--- config.mk ---
export PLATFORM = sky130hd
export DESIGN_NAME = rational_arithmetic_unit
export DESIGN_NICKNAME = d
export VERILOG_FILES = /design/src/design/rau_pkg.sv /design/src/design/rational_arithmetic_unit.sv /design/src/design/rau_gcd.sv /design/src/design/rau_div.sv /design/src/design/rau_datapath.sv /design/src/design/rau_ctrl.sv
export SDC_FILE = /design/constraint.sdc
export NUM_CORES = 2
export LEC_CHECK = 0
export BUFFER_PORTS_ARGS = -buffer_cell sky130_fd_sc_hd__buf_2
export CAP_MARGIN = 20
export CORE_MARGIN = 5
export CORE_UTILIZATION = 40
export CTS_CLUSTER_SIZE = 16
export DETAILED_ROUTE_END_ITERATION = 7
export GPL_TIMING_DRIVEN = 0
export PLACE_DENSITY = 0.62
export SYNTH_ARGS = -nofsm -noshare
export SYNTH_HDL_FRONTEND = slang
export SYNTH_HIERARCHICAL = 1
export SYNTH_SLANG_ARGS = --single-unit
--- constraint.sdc ---
create_clock -name i_clk -period 10.7 [get_ports i_clk]
set_input_delay 1.605 -clock i_clk [delete_from_list [all_inputs] [get_ports i_clk]]
set_output_delay 1.605 -clock i_clk [all_outputs]
set_load 0.1 [all_outputs]
--- src/design/rau_pkg.sv ---
// shared types, constants and helper functions of the rational arithmetic unit
package rau_pkg;

    localparam int WIDTH = 16;
    localparam int MW    = WIDTH;
    localparam int PW    = 2 * WIDTH;
    localparam int DW    = 2 * WIDTH + 1;
    localparam int NUM_W = 34;
    localparam int DEN_W = 32;
    localparam int CW    = $clog2(DW + 1);
    localparam int KW    = $clog2(DW);
    localparam int XW    = 72;

    typedef enum logic [2:0] {
        MODE_ADD  = 3'd0,
        MODE_SUB  = 3'd1,
        MODE_MUL  = 3'd2,
        MODE_DIV  = 3'd3,
        MODE_SIGN = 3'd4,
        MODE_CMP  = 3'd5,
        MODE_LCD  = 3'd6,
        MODE_BAD  = 3'd7
    } t_mode;

    typedef enum logic [1:0] {
        REL_LESS    = 2'd0,
        REL_EQ      = 2'd1,
        REL_GREATER = 2'd2
    } t_rel;

    typedef enum logic [3:0] {
        CMD_NONE,
        CMD_LOAD,
        CMD_GCD_AB,
        CMD_DIV_FA,
        CMD_DIV_FB,
        CMD_MUL0,
        CMD_MUL1,
        CMD_MUL2,
        CMD_COMB,
        CMD_GCD_ND,
        CMD_DIV_N,
        CMD_DIV_D,
        CMD_OUT
    } t_cmd;

    typedef enum logic [4:0] {
        ST_IDLE,
        ST_CHECK,
        ST_GCD1,
        ST_GCD1_WAIT,
        ST_DIVA,
        ST_DIVA_WAIT,
        ST_DIVB,
        ST_DIVB_WAIT,
        ST_MUL0,
        ST_MUL1,
        ST_MUL2,
        ST_COMB,
        ST_GCD2,
        ST_GCD2_WAIT,
        ST_DIVN,
        ST_DIVN_WAIT,
        ST_DIVD,
        ST_DIVD_WAIT,
        ST_OUT
    } t_state;

    typedef struct packed {
        logic  bad;
        t_mode mode;
        logic  gcd_done;
        logic  div_done;
    } t_stat;

    // {neg, magnitude} of the low WIDTH bits read as two's complement
    function automatic logic [MW:0] take_signed(input logic [15:0] raw);
        logic [WIDTH-1:0] v;
        logic             neg;
        logic [MW-1:0]    mag;
        v   = WIDTH'(raw);
        neg = v[WIDTH-1];
        mag = neg ? MW'(~v + 1'b1) : MW'(v);
        return {neg, mag};
    endfunction

    // saturating two's complement encode of a sign-magnitude value
    function automatic logic [NUM_W-1:0] enc_num(input logic neg, input logic [DW-1:0] mag);
        logic [XW-1:0] m;
        logic [XW-1:0] lim;
        m   = XW'(mag);
        lim = XW'(1) << (NUM_W - 1);
        if (neg && (m != '0)) begin
            if (m > lim) m = lim;
            return NUM_W'(~m + XW'(1));
        end
        if (m > lim - XW'(1)) m = lim - XW'(1);
        return NUM_W'(m);
    endfunction

    function automatic logic [DEN_W-1:0] enc_den(input logic [DW-1:0] d);
        logic [XW-1:0] m;
        m = XW'(d);
        if (m > XW'({DEN_W{1'b1}})) return {DEN_W{1'b1}};
        return DEN_W'(m);
    endfunction

endpackage

--- src/design/rational_arithmetic_unit.sv ---
// errors and sign go from the check straight to the output; compare and common
// denominator take one gcd pass and two divisions; the others also take a second gcd
// pass and two more divisions
// throughput: one transaction at a time, set by the shared gcd engine and divider;
// a finished result waits in the output register while the next transaction is taken
// reset: synchronous active low, clears the sequencer state and the valid, busy and done flags only
// top level of the rational arithmetic unit
module rational_arithmetic_unit (
    input  logic                      i_clk,
    input  logic                      i_rst_n,
    input  logic                      i_in_valid,
    output logic                      o_in_ready,
    input  logic [2:0]                i_mode,
    input  logic signed [15:0]        i_a_num,
    input  logic signed [15:0]        i_a_den,
    input  logic signed [15:0]        i_b_num,
    input  logic signed [15:0]        i_b_den,
    output logic                      o_out_valid,
    input  logic                      i_out_ready,
    output logic signed [33:0]        o_res_num,
    output logic [31:0]               o_res_den,
    output logic signed [33:0]        o_second_num,
    output logic [1:0]                o_relation,
    output logic                      o_error
);
    rau_pkg::t_cmd  cmd;
    rau_pkg::t_stat stat;

    rau_ctrl u_ctrl (
        .i_clk       (i_clk),
        .i_rst_n     (i_rst_n),
        .i_in_valid  (i_in_valid),
        .o_in_ready  (o_in_ready),
        .o_out_valid (o_out_valid),
        .i_out_ready (i_out_ready),
        .i_stat      (stat),
        .o_cmd       (cmd)
    );

    rau_datapath u_dp (
        .i_clk        (i_clk),
        .i_rst_n      (i_rst_n),
        .i_cmd        (cmd),
        .o_stat       (stat),
        .i_mode       (i_mode),
        .i_a_num      (i_a_num),
        .i_a_den      (i_a_den),
        .i_b_num      (i_b_num),
        .i_b_den      (i_b_den),
        .o_res_num    (o_res_num),
        .o_res_den    (o_res_den),
        .o_second_num (o_second_num),
        .o_relation   (o_relation),
        .o_error      (o_error)
    );
endmodule

--- src/design/rau_gcd.sv ---
// binary gcd engine, one subtract or shift step per cycle
module rau_gcd (
    input  logic                   i_clk,
    input  logic                   i_rst_n,
    input  logic                   i_start,
    input  logic [rau_pkg::DW-1:0] i_x,
    input  logic [rau_pkg::DW-1:0] i_y,
    output logic                   o_done,
    output logic [rau_pkg::DW-1:0] o_g
);
    logic [rau_pkg::DW-1:0] r_x, n_x, r_y, n_y;
    logic [rau_pkg::KW-1:0] r_k, n_k;
    logic                   r_busy, n_busy, r_done, n_done;

    always_comb begin
        n_x    = r_x;
        n_y    = r_y;
        n_k    = r_k;
        n_busy = r_busy;
        n_done = 1'b0;
        if (i_start) begin
            // a zero operand makes the other one the result
            n_x    = (i_x == '0) ? i_y : i_x;
            n_y    = (i_y == '0) ? i_x : i_y;
            n_k    = '0;
            n_busy = 1'b1;
        end else if (r_busy) begin
            if (r_x == r_y) begin
                n_busy = 1'b0;
                n_done = 1'b1;
            end else if (!r_x[0] && !r_y[0]) begin
                n_x = r_x >> 1;
                n_y = r_y >> 1;
                n_k = r_k + 1'b1;
            end else if (!r_x[0]) begin
                n_x = r_x >> 1;
            end else if (!r_y[0]) begin
                n_y = r_y >> 1;
            end else if (r_x > r_y) begin
                n_x = r_x - r_y;
            end else begin
                n_y = r_y - r_x;
            end
        end
    end

    always_ff @(posedge i_clk) begin
        if (!i_rst_n) begin
            r_busy <= 1'b0;
            r_done <= 1'b0;
        end else begin
            r_busy <= n_busy;
            r_done <= n_done;
        end
        r_x <= n_x;
        r_y <= n_y;
        r_k <= n_k;
    end

    assign o_done = r_done;
    assign o_g    = r_x << r_k;
endmodule

--- src/design/rau_div.sv ---
// restoring divider, one quotient bit per cycle
module rau_div (
    input  logic                   i_clk,
    input  logic                   i_rst_n,
    input  logic                   i_start,
    input  logic [rau_pkg::DW-1:0] i_dividend,
    input  logic [rau_pkg::DW-1:0] i_divisor,
    output logic                   o_done,
    output logic [rau_pkg::DW-1:0] o_quo
);
    logic [rau_pkg::DW-1:0] r_rem, n_rem, r_quo, n_quo, r_dvs, n_dvs;
    logic [rau_pkg::CW-1:0] r_cnt, n_cnt;
    logic                   r_busy, n_busy, r_done, n_done;
    logic [rau_pkg::DW:0]   trial;
    logic                   ge;

    always_comb begin
        trial  = {r_rem, r_quo[rau_pkg::DW-1]};
        ge     = trial >= {1'b0, r_dvs};
        n_rem  = r_rem;
        n_quo  = r_quo;
        n_dvs  = r_dvs;
        n_cnt  = r_cnt;
        n_busy = r_busy;
        n_done = 1'b0;
        if (i_start) begin
            n_rem  = '0;
            n_quo  = i_dividend;
            n_dvs  = i_divisor;
            n_cnt  = '0;
            n_busy = 1'b1;
        end else if (r_busy) begin
            n_rem = ge ? rau_pkg::DW'(trial - {1'b0, r_dvs}) : rau_pkg::DW'(trial);
            n_quo = {r_quo[rau_pkg::DW-2:0], ge};
            n_cnt = r_cnt + 1'b1;
            if (r_cnt == rau_pkg::CW'(rau_pkg::DW - 1)) begin
                n_busy = 1'b0;
                n_done = 1'b1;
            end
        end
    end

    always_ff @(posedge i_clk) begin
        if (!i_rst_n) begin
            r_busy <= 1'b0;
            r_done <= 1'b0;
        end else begin
            r_busy <= n_busy;
            r_done <= n_done;
        end
        r_rem <= n_rem;
        r_quo <= n_quo;
        r_dvs <= n_dvs;
        r_cnt <= n_cnt;
    end

    assign o_done = r_done;
    assign o_quo  = r_quo;
endmodule

--- src/design/rau_datapath.sv ---
// operand registers, shared multiplier, gcd and divider, result registers
module rau_datapath (
    input  logic                      i_clk,
    input  logic                      i_rst_n,
    input  rau_pkg::t_cmd             i_cmd,
    output rau_pkg::t_stat            o_stat,
    input  logic [2:0]                i_mode,
    input  logic [15:0]               i_a_num,
    input  logic [15:0]               i_a_den,
    input  logic [15:0]               i_b_num,
    input  logic [15:0]               i_b_den,
    output logic [rau_pkg::NUM_W-1:0] o_res_num,
    output logic [rau_pkg::DEN_W-1:0] o_res_den,
    output logic [rau_pkg::NUM_W-1:0] o_second_num,
    output logic [1:0]                o_relation,
    output logic                      o_error
);
    localparam int MW = rau_pkg::MW;
    localparam int PW = rau_pkg::PW;
    localparam int DW = rau_pkg::DW;

    rau_pkg::t_mode r_mode;
    rau_pkg::t_rel  r_rel;
    rau_pkg::t_cmd  r_div_dst;
    logic           r_bad, r_an_neg, r_bn_neg, r_n_neg;
    logic [MW-1:0]  r_an, r_ad, r_bn, r_bd, r_fa, r_fb;
    logic [PW-1:0]  r_p0, r_p1, r_p2, r_den;
    logic [DW-1:0]  r_n, r_nq, r_dq;

    logic [rau_pkg::NUM_W-1:0] r_res_num, r_second_num;
    logic [rau_pkg::DEN_W-1:0] r_res_den;
    logic [1:0]                r_relation;
    logic                      r_error;

    logic [MW:0]   sa, sd, sb, sbd;
    logic          a_neg_eff, b_neg_eff, bad;
    logic [MW-1:0] mul_x, mul_y;
    logic [PW-1:0] prod;
    logic          gcd_start, gcd_done, div_start, div_done;
    logic [DW-1:0] gcd_x, gcd_y, g, div_a, div_b, quo;
    logic          sb_neg, sum_neg;
    logic [DW-1:0] sum_a, sum_b, sum_mag;

    // input decode: fold each denominator sign into its numerator and flag invalid operands
    always_comb begin
        sa  = rau_pkg::take_signed(i_a_num);
        sd  = rau_pkg::take_signed(i_a_den);
        sb  = rau_pkg::take_signed(i_b_num);
        sbd = rau_pkg::take_signed(i_b_den);
        a_neg_eff = (sa[MW-1:0] != '0) && (sa[MW] ^ sd[MW]);
        b_neg_eff = (sb[MW-1:0] != '0) && (sb[MW] ^ sbd[MW]);
        bad = (i_mode == rau_pkg::MODE_BAD) || (sd[MW-1:0] == '0) ||
              ((i_mode != rau_pkg::MODE_SIGN) && (sbd[MW-1:0] == '0)) ||
              ((i_mode == rau_pkg::MODE_DIV) && (sb[MW-1:0] == '0));
    end

    // shared multiplier operand select
    always_comb begin
        mul_x = r_an;
        mul_y = r_fa;
        case (i_cmd)
            rau_pkg::CMD_MUL0: begin
                mul_x = r_an;
                mul_y = (r_mode == rau_pkg::MODE_MUL) ? r_bn :
                        (r_mode == rau_pkg::MODE_DIV) ? r_bd : r_fa;
            end
            rau_pkg::CMD_MUL1: begin
                mul_x = r_bn;
                mul_y = r_fb;
            end
            rau_pkg::CMD_MUL2: begin
                mul_x = r_ad;
                mul_y = (r_mode == rau_pkg::MODE_MUL) ? r_bd :
                        (r_mode == rau_pkg::MODE_DIV) ? r_bn : r_fa;
            end
            default: begin
                mul_x = r_an;
                mul_y = r_fa;
            end
        endcase
        prod = mul_x * mul_y;
    end

    always_comb begin
        gcd_start = (i_cmd == rau_pkg::CMD_GCD_AB) || (i_cmd == rau_pkg::CMD_GCD_ND);
        gcd_x     = (i_cmd == rau_pkg::CMD_GCD_ND) ? r_n : DW'(r_ad);
        gcd_y     = (i_cmd == rau_pkg::CMD_GCD_ND) ? DW'(r_den) : DW'(r_bd);
        div_start = 1'b1;
        div_a     = DW'(r_bd);
        case (i_cmd)
            rau_pkg::CMD_DIV_FA: div_a = DW'(r_bd);
            rau_pkg::CMD_DIV_FB: div_a = DW'(r_ad);
            rau_pkg::CMD_DIV_N:  div_a = r_n;
            rau_pkg::CMD_DIV_D:  div_a = DW'(r_den);
            default:             div_start = 1'b0;
        endcase
        div_b = g;
    end

    // signed sum of the scaled numerators, b negated for subtract and compare
    always_comb begin
        sb_neg = r_bn_neg ^ ((r_mode == rau_pkg::MODE_SUB) || (r_mode == rau_pkg::MODE_CMP));
        sum_a  = DW'(r_p0);
        sum_b  = DW'(r_p1);
        if (r_an_neg == sb_neg) begin
            sum_mag = sum_a + sum_b;
            sum_neg = r_an_neg;
        end else if (sum_a >= sum_b) begin
            sum_mag = sum_a - sum_b;
            sum_neg = r_an_neg;
        end else begin
            sum_mag = sum_b - sum_a;
            sum_neg = sb_neg;
        end
    end

    rau_gcd u_gcd (
        .i_clk   (i_clk),
        .i_rst_n (i_rst_n),
        .i_start (gcd_start),
        .i_x     (gcd_x),
        .i_y     (gcd_y),
        .o_done  (gcd_done),
        .o_g     (g)
    );

    rau_div u_div (
        .i_clk      (i_clk),
        .i_rst_n    (i_rst_n),
        .i_start    (div_start),
        .i_dividend (div_a),
        .i_divisor  (div_b),
        .o_done     (div_done),
        .o_quo      (quo)
    );

    always_ff @(posedge i_clk) begin
        case (i_cmd)
            rau_pkg::CMD_LOAD: begin
                r_mode   <= rau_pkg::t_mode'(i_mode);
                r_bad    <= bad;
                r_an_neg <= a_neg_eff;
                r_bn_neg <= b_neg_eff;
                r_an     <= sa[MW-1:0];
                r_ad     <= sd[MW-1:0];
                r_bn     <= sb[MW-1:0];
                r_bd     <= sbd[MW-1:0];
            end
            rau_pkg::CMD_MUL0: r_p0 <= prod;
            rau_pkg::CMD_MUL1: r_p1 <= prod;
            rau_pkg::CMD_MUL2: r_p2 <= prod;
            rau_pkg::CMD_COMB: begin
                if ((r_mode == rau_pkg::MODE_MUL) || (r_mode == rau_pkg::MODE_DIV)) begin
                    r_n     <= DW'(r_p0);
                    r_n_neg <= r_an_neg ^ r_bn_neg;
                end else begin
                    r_n     <= sum_mag;
                    r_n_neg <= sum_neg;
                end
                r_den <= r_p2;
                r_rel <= (sum_mag == '0) ? rau_pkg::REL_EQ :
                         sum_neg ? rau_pkg::REL_LESS : rau_pkg::REL_GREATER;
            end
            rau_pkg::CMD_OUT: begin
                r_res_num    <= '0;
                r_res_den    <= '0;
                r_second_num <= '0;
                r_relation   <= '0;
                r_error      <= 1'b0;
                if (r_bad) begin
                    r_error <= 1'b1;
                end else if (r_mode == rau_pkg::MODE_SIGN) begin
                    r_relation <= (r_an == '0) ? rau_pkg::REL_EQ :
                                  r_an_neg ? rau_pkg::REL_LESS : rau_pkg::REL_GREATER;
                end else if (r_mode == rau_pkg::MODE_CMP) begin
                    r_relation <= r_rel;
                end else if (r_mode == rau_pkg::MODE_LCD) begin
                    r_res_num    <= rau_pkg::enc_num(r_an_neg, DW'(r_p0));
                    r_res_den    <= rau_pkg::enc_den(DW'(r_p2));
                    r_second_num <= rau_pkg::enc_num(r_bn_neg, DW'(r_p1));
                end else begin
                    r_res_num <= rau_pkg::enc_num(r_n_neg, r_nq);
                    r_res_den <= rau_pkg::enc_den(r_dq);
                end
            end
            default: begin
            end
        endcase
        if (div_start) r_div_dst <= i_cmd;
        if (div_done) begin
            case (r_div_dst)
                rau_pkg::CMD_DIV_FA: r_fa <= MW'(quo);
                rau_pkg::CMD_DIV_FB: r_fb <= MW'(quo);
                rau_pkg::CMD_DIV_N:  r_nq <= quo;
                rau_pkg::CMD_DIV_D:  r_dq <= quo;
                default: begin
                end
            endcase
        end
    end

    assign o_stat.bad      = r_bad;
    assign o_stat.mode     = r_mode;
    assign o_stat.gcd_done = gcd_done;
    assign o_stat.div_done = div_done;

    assign o_res_num    = r_res_num;
    assign o_res_den    = r_res_den;
    assign o_second_num = r_second_num;
    assign o_relation   = r_relation;
    assign o_error      = r_error;
endmodule

--- src/design/rau_ctrl.sv ---
// sequencing state machine and handshake control
module rau_ctrl (
    input  logic           i_clk,
    input  logic           i_rst_n,
    input  logic           i_in_valid,
    output logic           o_in_ready,
    output logic           o_out_valid,
    input  logic           i_out_ready,
    input  rau_pkg::t_stat i_stat,
    output rau_pkg::t_cmd  o_cmd
);
    rau_pkg::t_state r_state, n_state;
    rau_pkg::t_cmd   cmd;
    logic            r_out_valid, n_out_valid;

    always_ff @(posedge i_clk) begin
        if (!i_rst_n) begin
            r_state     <= rau_pkg::ST_IDLE;
            r_out_valid <= 1'b0;
        end else begin
            r_state     <= n_state;
            r_out_valid <= n_out_valid;
        end
    end

    always_comb begin
        n_state = r_state;
        cmd     = rau_pkg::CMD_NONE;
        case (r_state)
            rau_pkg::ST_IDLE: begin
                if (i_in_valid) begin
                    cmd     = rau_pkg::CMD_LOAD;
                    n_state = rau_pkg::ST_CHECK;
                end
            end
            rau_pkg::ST_CHECK: begin
                if (i_stat.bad || (i_stat.mode == rau_pkg::MODE_SIGN)) begin
                    n_state = rau_pkg::ST_OUT;
                end else begin
                    n_state = rau_pkg::ST_GCD1;
                end
            end
            rau_pkg::ST_GCD1: begin
                cmd     = rau_pkg::CMD_GCD_AB;
                n_state = rau_pkg::ST_GCD1_WAIT;
            end
            rau_pkg::ST_GCD1_WAIT: if (i_stat.gcd_done) n_state = rau_pkg::ST_DIVA;
            rau_pkg::ST_DIVA: begin
                cmd     = rau_pkg::CMD_DIV_FA;
                n_state = rau_pkg::ST_DIVA_WAIT;
            end
            rau_pkg::ST_DIVA_WAIT: if (i_stat.div_done) n_state = rau_pkg::ST_DIVB;
            rau_pkg::ST_DIVB: begin
                cmd     = rau_pkg::CMD_DIV_FB;
                n_state = rau_pkg::ST_DIVB_WAIT;
            end
            rau_pkg::ST_DIVB_WAIT: if (i_stat.div_done) n_state = rau_pkg::ST_MUL0;
            rau_pkg::ST_MUL0: begin
                cmd     = rau_pkg::CMD_MUL0;
                n_state = rau_pkg::ST_MUL1;
            end
            rau_pkg::ST_MUL1: begin
                cmd     = rau_pkg::CMD_MUL1;
                n_state = rau_pkg::ST_MUL2;
            end
            rau_pkg::ST_MUL2: begin
                cmd     = rau_pkg::CMD_MUL2;
                n_state = rau_pkg::ST_COMB;
            end
            rau_pkg::ST_COMB: begin
                cmd = rau_pkg::CMD_COMB;
                if ((i_stat.mode == rau_pkg::MODE_CMP) || (i_stat.mode == rau_pkg::MODE_LCD)) begin
                    n_state = rau_pkg::ST_OUT;
                end else begin
                    n_state = rau_pkg::ST_GCD2;
                end
            end
            rau_pkg::ST_GCD2: begin
                cmd     = rau_pkg::CMD_GCD_ND;
                n_state = rau_pkg::ST_GCD2_WAIT;
            end
            rau_pkg::ST_GCD2_WAIT: if (i_stat.gcd_done) n_state = rau_pkg::ST_DIVN;
            rau_pkg::ST_DIVN: begin
                cmd     = rau_pkg::CMD_DIV_N;
                n_state = rau_pkg::ST_DIVN_WAIT;
            end
            rau_pkg::ST_DIVN_WAIT: if (i_stat.div_done) n_state = rau_pkg::ST_DIVD;
            rau_pkg::ST_DIVD: begin
                cmd     = rau_pkg::CMD_DIV_D;
                n_state = rau_pkg::ST_DIVD_WAIT;
            end
            rau_pkg::ST_DIVD_WAIT: if (i_stat.div_done) n_state = rau_pkg::ST_OUT;
            rau_pkg::ST_OUT: begin
                // result register must be free or emptying this cycle
                if (!r_out_valid || i_out_ready) begin
                    cmd     = rau_pkg::CMD_OUT;
                    n_state = rau_pkg::ST_IDLE;
                end
            end
            default: n_state = rau_pkg::ST_IDLE;
        endcase
        n_out_valid = (r_out_valid && !i_out_ready) || (cmd == rau_pkg::CMD_OUT);
    end

    assign o_cmd       = cmd;
    assign o_in_ready  = (r_state == rau_pkg::ST_IDLE);
    assign o_out_valid = r_out_valid;

    a_out_free: assert property (@(posedge i_clk) disable iff (!i_rst_n)
        (cmd == rau_pkg::CMD_OUT) |-> (!r_out_valid || i_out_ready))
        else $error("result written over a pending transaction");

    a_gcd_done_wait: assert property (@(posedge i_clk) disable iff (!i_rst_n)
        i_stat.gcd_done |-> (r_state == rau_pkg::ST_GCD1_WAIT ||
                             r_state == rau_pkg::ST_GCD2_WAIT))
        else $error("gcd finished outside a wait state");

    a_div_done_wait: assert property (@(posedge i_clk) disable iff (!i_rst_n)
        i_stat.div_done |-> (r_state == rau_pkg::ST_DIVA_WAIT ||
                             r_state == rau_pkg::ST_DIVB_WAIT ||
                             r_state == rau_pkg::ST_DIVN_WAIT ||
                             r_state == rau_pkg::ST_DIVD_WAIT))
        else $error("division finished outside a wait state");

    a_load_check: assert property (@(posedge i_clk) disable iff (!i_rst_n)
        (i_in_valid && o_in_ready) |=> (r_state == rau_pkg::ST_CHECK))
        else $error("accepted transaction not checked");
endmodule

==> results.yml <==
cells_and_area:
  drive_gt1_share_pct: 11.1
  final_nets: 6225
  area_growth_syn_to_layout_pct: 12.4
synth:
  avgSynthCellArea_um2: 9.39
  synth.most_common_cell: "nor2_1"
  syn_area_um2: 50300
  synthTopCellsByArea: "edfxtp_1 34%, fa_1 8.0%, ha_1 7.7%, nor2_1 4.3%, a21oi_1 4.0%"
  ys_warn_count: 6
  synth_flop_cell: "edfxtp_1"
  netlist.area_leader.share_pct: 34.1
  synth_edf_count: 571
  synth-seq-cells: 626
  async_reset_ff_share_pct: 0
  synth.yosys.seq_area_share_pct: 36.2
  ys_types: 109
  synth_cells: 5359
  yosys.area.top_type: "edfxtp_1"
  yosys-top-cells-count: "581 x nor2_1, 571 x edfxtp_1, 481 x inv_1"
worst_hold_path:
  min_path_cells: 0
  holdCritPathClass: "flip-flop to flip-flop"
floorplanning:
  initial_core_util_pct: 40.1
  die_width_um: 365
  die_h_um: 365
  rows: 130
  die_area_um2: 133000
  core_um2: 125000
  ios: 176
critical_path:
  path_common_cell: "fa_1"
  worstPathArrival_ps: 10740
  cpPeakStageDelay_ps: 560
  crit_fanout: 10
  start_kind: "input port"
  end_kind: "flip-flop"
  rrSetupSlack_ps: 370
  reg2regPathDepth: 33
  cp_slowest_cell: "fa_1"
  crit_type: "input port to flip-flop"
  required_ps: 11090
run:
  cap_viol_max_count: 0
route:
  post_drt_wl_per_cell_um: 25.6
  avgViaCountPerCell: 5.98
  post-route-drc-count: 0
  dr.pass1.iters: 7
  ant_nets: 0
  initialDrtViolationCount: 5166
  postRouteWirelength_mm: 189
  vias: 44000
timing:
  worst_slack_ps: 348
  period_minus_slack_ps: 10350
  final.setup_skew_ps: 27.4
  timing.fmax_mhz: 96.6
  relSlewSlack_pct: 17.6
  tightest_slew_ps: 1230
  timing.final.crit_share_pct: 96.8
  holdWs_ps: 457
  report.final.slew_viol_count: 0
  setup_violations: 0
  hold_violations: 0
global_route:
  grt_pass1_wl_mm: 275
  grt_overflow: 0
  grt_usage_pct: 27.6
  grt_max_degree: 54
  grt_pass1_vias: 41900
  antenna_found_initial: 17
clocking:
  cts_tree: "done"
  cts-root-buf: "clkbuf_16"
  path_clk_slew_ps: 60
  cts_sinks: 626
  clock_latency_ps: 670
  cts-htree-levels: 3
  cts_max_path_buffers: 3
  numCtsBuffers: 74
  hold_buffers: 0
place:
  place_congestion: 0.983
  hpwl_mm: 153
  port_buffers: 174
  dpl_worst_slack_ps: -2420
outcome:
  outcome: "complete, no violations"
## worst max-delay path, delay by kind of cell
kind                       cells  cell delay (ps)
AOI/OAI and AO/OA             10             2420
xor gates and xnor gates       1              440
adders and majority gates      7             3580
buffers and inverters          7             1240
muxes                          1              330
and+or+nand+nor                6             1100
## layout make-up
| cell class | count | area, um2 |
|---|---|---|
| diodes | 8 | 20.0 |
| multi-input cells | 3963 | 29300 |
| repair buffers | 214 | 1370 |
| well taps | 1650 | 2060 |
| inverters | 486 | 1830 |
| clock buffers | 89 | 1950 |
| plain buffers | 279 | 1250 |
| fillers | 12100 | 68800 |
| clock inverters | 49 | 548 |
| flip-flops and latches | 626 | 18200 |
## final timing paths
check,start,end
max,i_out_ready,u_dp/r_p2[31]
min,u_dp/r_p2[7],u_dp/r_den[7]
max reg2reg,u_ctrl/r_state[4],u_dp/r_p2[31]
min reg2reg,u_dp/r_p2[7],u_dp/r_den[7]
## state kept, by name, summed over array words and instances, names as in the netlist, 16 cells and up
register           flops
u_dp/u_gcd/r_x        33
u_dp/o_res_den        32
u_dp/r_dq             33
u_dp/r_bd             16
u_dp/u_div/o_quo      33
u_dp/r_p2             32
u_dp/r_p1             32
u_dp/r_fa             16
u_dp/r_n              33
u_dp/r_den            32
u_dp/o_res_num        34
u_dp/r_fb             16
u_dp/u_gcd/r_y        33
u_dp/u_div/r_dvs      33
u_dp/r_p0             32
u_dp/r_ad             16
u_dp/r_an             16
u_dp/r_bn             16
u_dp/u_div/r_rem      33
u_dp/r_nq             33
u_dp/o_second_num     34
## repair_timing
item,in CTS,in global routing
hold endpoints to repair,0,0
resized for setup,24,38
pin swaps,0,2
setup buffers,1,6
setup endpoints to repair,57,42
## kinds of logic after synthesis
| kind of cell | after synthesis | synth area share, % |
|---|---|---|
| AND/OR/NAND/NOR | 1700 | 15.8 |
| adder cells (fa/ha/maj) | 510 | 15.7 |
| other | 1 | 0.00745 |
| AO/OA/AOI/OAI | 1311 | 17.4 |
| buffers and inverters | 772 | 6.13 |
| flip-flops | 626 | 36.2 |
| XOR/XNOR | 287 | 4.99 |
| multiplexers | 152 | 3.80 |
## cells in the final DEF (no fill, tap or decap), drive strengths merged, types with 210 or more instances in the layout
cell type	count
nor2	583
edfxtp	571
inv	489
nand2	465
a21oi	398
ha	310
buf	299
clkbuf	283
o21ai	231
xnor2	210
## per-layer routing
| metal | track usage (%) | part of all wire [%] |
|---|---|---|
| met1 | 37.2 | 41 |
| met2 | 42.4 | 44 |
| met3 | 6.55 | 10 |
| met4 | 11.7 | 4.9 |
| met5 | 0 | 0.017 |
## per-stage QoR
step / utilization [%] / TNS [ps] / cells / instance area [um2]
after detailed placement: 42.9 / -110790 / 7215 / 53800
after global routing: 45.1 / -2.08 / 7356 / 56600
after global placement: 42.5 / -198110 / 7185 / 53300
after floorplan: - / 0 / 5361 / 50300
final: 45.1 / 0 / 7364 / 56600
after CTS: 45.0 / 0 / 7350 / 56400
Power is not shown: default switching activity piles up to over one toggle a cycle in this logic, so the estimate is an artifact.
